<file path="src/rtl/sthi_pkg.sv">
package sthi_pkg;

	// table sizing; the index depth is a power of two, the home slot is the low id bits
	localparam int CAPACITY    = 256;
	localparam int INDEX_SLOTS = 512;
	localparam int POS_W       = $clog2(CAPACITY);
	localparam int CAP_W       = $clog2(CAPACITY + 1);
	localparam int SLOT_W      = $clog2(INDEX_SLOTS);
	localparam int CNT_W       = $clog2(INDEX_SLOTS + 1);

	localparam logic [15:0] MAX_U16 = 16'hFFFF;
	localparam logic [15:0] ID_NONE = 16'h0000;

	// opcodes
	localparam logic OP_ADD  = 1'b0;
	localparam logic OP_KILL = 1'b1;

	// result status codes
	localparam logic [1:0] ST_OK       = 2'd0;
	localparam logic [1:0] ST_FULL     = 2'd1;
	localparam logic [1:0] ST_NOTFOUND = 2'd2;

	typedef struct packed {
		logic        opcode;
		logic [15:0] target_id;
	} in_item_t;

	typedef struct packed {
		logic [1:0]  status;
		logic [15:0] new_id;
		logic [7:0]  new_position;
		logic        moved;
		logic [15:0] moved_id;
		logic [7:0]  moved_position;
	} out_item_t;

	// command class decided by the front end
	typedef enum logic [1:0] {
		K_ADD,
		K_KILL,
		K_KILL_BAD
	} cmd_kind_t;

	typedef struct packed {
		cmd_kind_t   kind;
		logic [15:0] id;
	} cmd_t;

	// one hash index entry
	typedef struct packed {
		logic [15:0]      id;
		logic [POS_W-1:0] pos;
	} idx_entry_t;

	// position to the 8 bit output field
	function automatic logic [7:0] pos_to_field(logic [POS_W-1:0] p);
		logic [31:0] tmp;
		tmp = 32'(p);
		return tmp[7:0];
	endfunction

endpackage

</file>
<file path="src/rtl/sthi_front.sv">
module sthi_front
	import sthi_pkg::*;
(
	input  logic     clk,
	input  logic     arst_n,
	input  logic     hold,
	input  logic     in_valid,
	output logic     in_ready,
	input  in_item_t in_data,
	output logic     q_valid,
	output cmd_t     q_cmd,
	input  logic     q_pop
);

	cmd_t       fifo_q [2];
	logic       wptr_q;
	logic       rptr_q;
	logic [1:0] count_q;
	cmd_t       cls;
	logic       push;

	// classify the incoming item
	always_comb begin
		cls.id = in_data.target_id;
		if (in_data.opcode == OP_ADD) begin
			cls.kind = K_ADD;
		end else if (in_data.target_id == ID_NONE || in_data.target_id == MAX_U16) begin
			cls.kind = K_KILL_BAD;
		end else begin
			cls.kind = K_KILL;
		end
	end

	assign in_ready = (count_q != 2'd2) && !hold;
	assign push     = in_valid && in_ready;
	assign q_valid  = count_q != 2'd0;
	assign q_cmd    = fifo_q[rptr_q];

	// two entry command queue
	always_ff @(posedge clk) begin
		if (push) begin
			fifo_q[wptr_q] <= cls;
		end
	end

	always_ff @(posedge clk or negedge arst_n) begin
		if (!arst_n) begin
			wptr_q  <= 1'b0;
			rptr_q  <= 1'b0;
			count_q <= 2'd0;
		end else begin
			if (push) begin
				wptr_q <= ~wptr_q;
			end
			if (q_pop) begin
				rptr_q <= ~rptr_q;
			end
			count_q <= count_q + 2'(push) - 2'(q_pop);
		end
	end

endmodule

</file>
<file path="config.mk">
export PLATFORM = sky130hd
export DESIGN_NAME = sthi_front
export DESIGN_NICKNAME = d
export VERILOG_FILES = /design/src/rtl/sthi_pkg.sv /design/src/rtl/sthi_front.sv
export SDC_FILE = /design/constraint.sdc
export NUM_CORES = 1
export LEC_CHECK = 0
export BUFFER_PORTS_ARGS = -buffer_cell sky130_fd_sc_hd__buf_2
export CAP_MARGIN = 10
export CORE_UTILIZATION = 45
export CTS_CLUSTER_DIAMETER = 120
export DETAILED_ROUTE_END_ITERATION = 7
export GPL_ROUTABILITY_DRIVEN = 0
export PLACE_DENSITY = 0.7
export SLEW_MARGIN = 20
export SYNTH_ARGS = -nofsm -noshare
export SYNTH_HDL_FRONTEND = slang
export SYNTH_SLANG_ARGS = --single-unit
export TNS_END_PERCENT = 30
</file>
<file path="constraint.sdc">
create_clock -name clk -period 5.8 [get_ports clk]
set_clock_uncertainty 0.2 [all_clocks]
set_input_delay 0.87 -clock clk [delete_from_list [all_inputs] [get_ports clk]]
set_output_delay 0.87 -clock clk [all_outputs]
set_load 0.005 [all_outputs]
</file>
Word level (Yosys, flattened, before mapping)
Memories as Yosys holds them, arrays and structs flattened.
Index checks and enable logic that the tools add are counted.
- memories kept: 1
- bits in latches: 0
- output and inout port bits: 20
- bits in writable memories: 36
- register bits: 4
- ROM bits: 0
- bits of input ports: 22
- logic and storage cells: 20
- bitwise operators: 2
- equal/unequal tests: 2
- multiplexer cells: 4
- add/sub/neg operators: 2
- $lt $le $gt $ge: 0
- shift operators: 0
- divide/modulo/power cells: 0
- reductions and logical operators: 6
- multiply operators: 0
- memory list (memory ; depth ; bits a word ; read ports ; clocked after Yosys merged registers in ; write ports ; line ; source):
    fifo_q ; 2 ; 18 ; 1 ; 0 ; 1 ; sthi_front.sv:15 ; cmd_t fifo_q [2];
- operator list (operator ; number):
    16-bit equality test (second input constant) ; 1
    16-bit logical NOT ; 1
    2-bit two-way mux ; 2
    2-bit by 1-bit adder with 2-bit output ; 1
    1-bit logical AND ; 2
    1-bit two-way mux ; 2
    2-bit inequality test (second input constant) ; 1
    1-bit inverter ; 2
    2-bit nonzero test ; 1
    2-bit by 1-bit subtractor with 2-bit output ; 1
    1-bit logical NOT ; 1
    1-bit logical OR ; 1

Depth between registers and ports, before layout
- word-level depth: 5
- gate-level depth with buffers: 7
- gate-level depth less buffers: 7

Worst setup path after synthesis
OpenSTA, ideal clock, no wires.
- path type: input port to flip-flop
- start: input port hold
- end: memory fifo_q[0][0] (netlist name), enable pin
- data arrival time: 1849 ps
- required time: 5207 ps
- path slack: 3358 ps
- buffers on the path: 0
- library setup time: 393 ps
- cell stages on the path: 3
- cells stage by stage: inv_1 o211ai_1 nor2_1
- longest elaborated chain between the ends: 5
- RTL lines (element ; line ; source):
    start: declaration ; sthi_front.sv:6 ; input logic hold,
    1-bit logical NOT ; sthi_front.sv:34 ; assign in_ready = (count_q != 2'd2) && !hold;
    1-bit logical AND ; sthi_front.sv:34 ;
    1-bit logical AND ; sthi_front.sv:35 ; assign push = in_valid && in_ready;
    1-bit two-way mux ; sthi_front.sv:41 ; if (push) begin
    1-bit two-way mux (not written as such) ; sthi_front.sv:42 ; fifo_q[wptr_q] <= cls;
    end: declaration ; sthi_front.sv:15 ;
No other way between the ends.

==> flow_summary.toml <==
[global_route]
grt_pass1_vias = 859
grt_pass1_wl_mm = 3.933
antenna_found_initial = 0
gr-usage-all-layers_pct = 15.63
overflow = 0
grt_max_degree = 20

[die]
die_y_um = 61.12
core_area_sq_mm = 0.003337
start_util_pct = 47.13
rows = 21
die_w_um = 61.12
dieArea_sq_mm = 0.003736
ios = 42

[power_and_ir_drop]
cellPowerDensity_mw_per_mm2 = 400.6
vdd_drop_max_mv = 0.2599
pwr-share-seq_pct = 53.1
p_switching_w = 0.0002020
p_leak_nw = 0.7229
p_clk_share_pct = 22.5
comb_power_share_pct = 24.3
switching_share_pct = 26.42
intPower_w = 0.0005625

[flow_run]
maxCapViolCount = 0

[cts]
numCtsBuffers = 5
cts_resized = 0
cts_tree = "done"
root_buffer = "clkbuf_4"
clkSinkCount = 40
clkLatencyLatePin_ns = 0.33
postCtsSetupRepairBufs = 0
h-tree-depth = 2
cts_hold_buf = 0
cts_buffer_depth = 2
clk_pin_slew_ns = 0.10

[setup_path]
critical_path_arrival_ns = 1.77
critPathRequiredTime_ns = 4.73
crit_path_top_delay_cell = "dfrtp_1"
worstPathCellList = "mux2_2, buf_2"
criticalPathCategory = "flip-flop to output port"
critPathCaptureType = "output port"
critPathLaunchType = "flip-flop"
worst-path-buf-inv = 1
cp_max_fo = 19
path_delay_family = "flip-flops"
crit_path_max_incr_delay_ns = 0.88

[drt]
drc_errors = 0
vias = 905
route.antenna.remaining_nets = 0
wl_per_cell_um = 14.85
drt-pass1-iter-count = 3
drtIter0Drc = 24
routed_wl_mm = 2.687
drt-vias-per-instance = 5.000

[synthesis]
synthCells = 87
synth_area_per_cell_sq_um = 18.08
synth-seq-area-share_pct = 75.10
synth_nets = 111
yosysWarnings = 0
synth_cell_types = 17
syn_area_sq_mm = 0.001573
synth_seq_cells = 40

[timing]
rsz0062_at_grt = "no"
tns_ns = 0
hold_viol = 0
relSlewSlack_pct = 44.29
slew_viol_final = 0
setup_viol = 0
timing.fmax_mhz = 352.5
min_period_ns = 2.837
fin_crit_sh_pct = 48.91
holdWs_ns = 0.1204
worstMarginPinSlew_ns = 0.8357

[cells_and_area]
final_common_cell = "buf_2"
drive_gt1_share_pct = 48.89
fin_nets = 158
n_antenna_cell = 0
areaGrowthSynthToFinish_pct = 21.32
final_cell_mix = "41 x buf_2, 36 x edfxtp_1, 18 x mux2_2"

[hold_path]
hp-class = "input pin to async pin"

[status]
outcome = "finished clean"

[place]
dp_hpwl_mm = 1.843
io_buffers = 41
## power groups by stage
stage	clock network (W)	logic (W)	registers [W]
6_report	0.000172	0.000186	0.000406
5_1_grt	0.000190	0.000209	0.000411
3_5_place_dp	0	0.000190	0.000414
3_3_place_gp	0	0.000183	0.000412
2_1_floorplan	0	0.000138	0.000383
4_1_cts	0.000179	0.000190	0.000407
## registers in the layout, summed over array words and instances, names as in the netlist
name,count
fifo_q,36
count_q,2
rptr_q,1
wptr_q,1
## metrics by stage
| stage | utilization [%] | instances | total power (W) | instance area, sq um | setup slack (ns) |
|---|---|---|---|---|---|
| 3_5_place_dp | 54.93 | 173 | 0.0006037 | 1833 | 3.290 |
| 5_1_grt | 57.18 | 181 | 0.0008098 | 1908 | 2.871 |
| 3_3_place_gp | 54.93 | 173 | 0.0005946 | 1833 | 3.329 |
| 4_1_cts | 57.18 | 181 | 0.0007764 | 1908 | 2.917 |
| 6_report | 57.18 | 181 | 0.0007644 | 1908 | 2.963 |
| 2_1_floorplan | - | 87 | 0.0005205 | 1573 | 3.358 |
## layout make-up
type                    instances  area [sq um]
fillers                       285          1429
multi-input cells              41         366.6
inverters                       4         15.01
flip-flops and latches         40          1181
clock buffers                   5         37.54
clock inverters                 3         37.54
repair buffers                 42         212.7
well taps                      46         57.56
## final timing paths
path,slack [ns],cells after the start,from,end
max in group asynchronous,5.16,1,arst_n,wptr_q
max,2.96,2,rptr_q,q_cmd[17]
min reg2reg,0.30,1,wptr_q,wptr_q
max reg2reg,3.88,3,count_q[0],fifo_q[1][5]
min in group clk,0.30,1,wptr_q,wptr_q
min,0.12,1,arst_n,count_q[0]
## synth_stat cells
library cell	number	area share, %
dfrtp_1	4	6.4
edfxtp_1	36	69
nand2_1	1	0.24
buf_2	2	0.64
nor4_1	4	1.6
inv_1	4	0.95
xnor2_1	3	1.7
or4_1	1	0.48
o211ai_1	1	0.48
a21oi_1	1	0.32
and3_1	2	0.80
mux2_2	18	13
nand4_1	5	2.0
xor2_1	1	0.56
a21boi_1	1	0.48
nor2_1	1	0.24
ha_1	2	1.6
## layer usage
| layer | share of wire (%) | global-route usage [%] |
|---|---|---|
| met2 | 52 | 26.71 |
| met5 | 0 | 0 |
| met3 | 5.1 | 5.672 |
| met4 | 2.0 | 6.818 |
| met1 | 41 | 17.60 |
## logic make-up after synthesis
logic type	share of synthesized area, %
compound gates	1.273
xor+xnor	2.228
fa+ha+maj	1.591
buf+inv	1.591
flops	75.10
mux	12.89
simple gates	5.329
No activity file was read; power rests on OpenSTA's default activity.
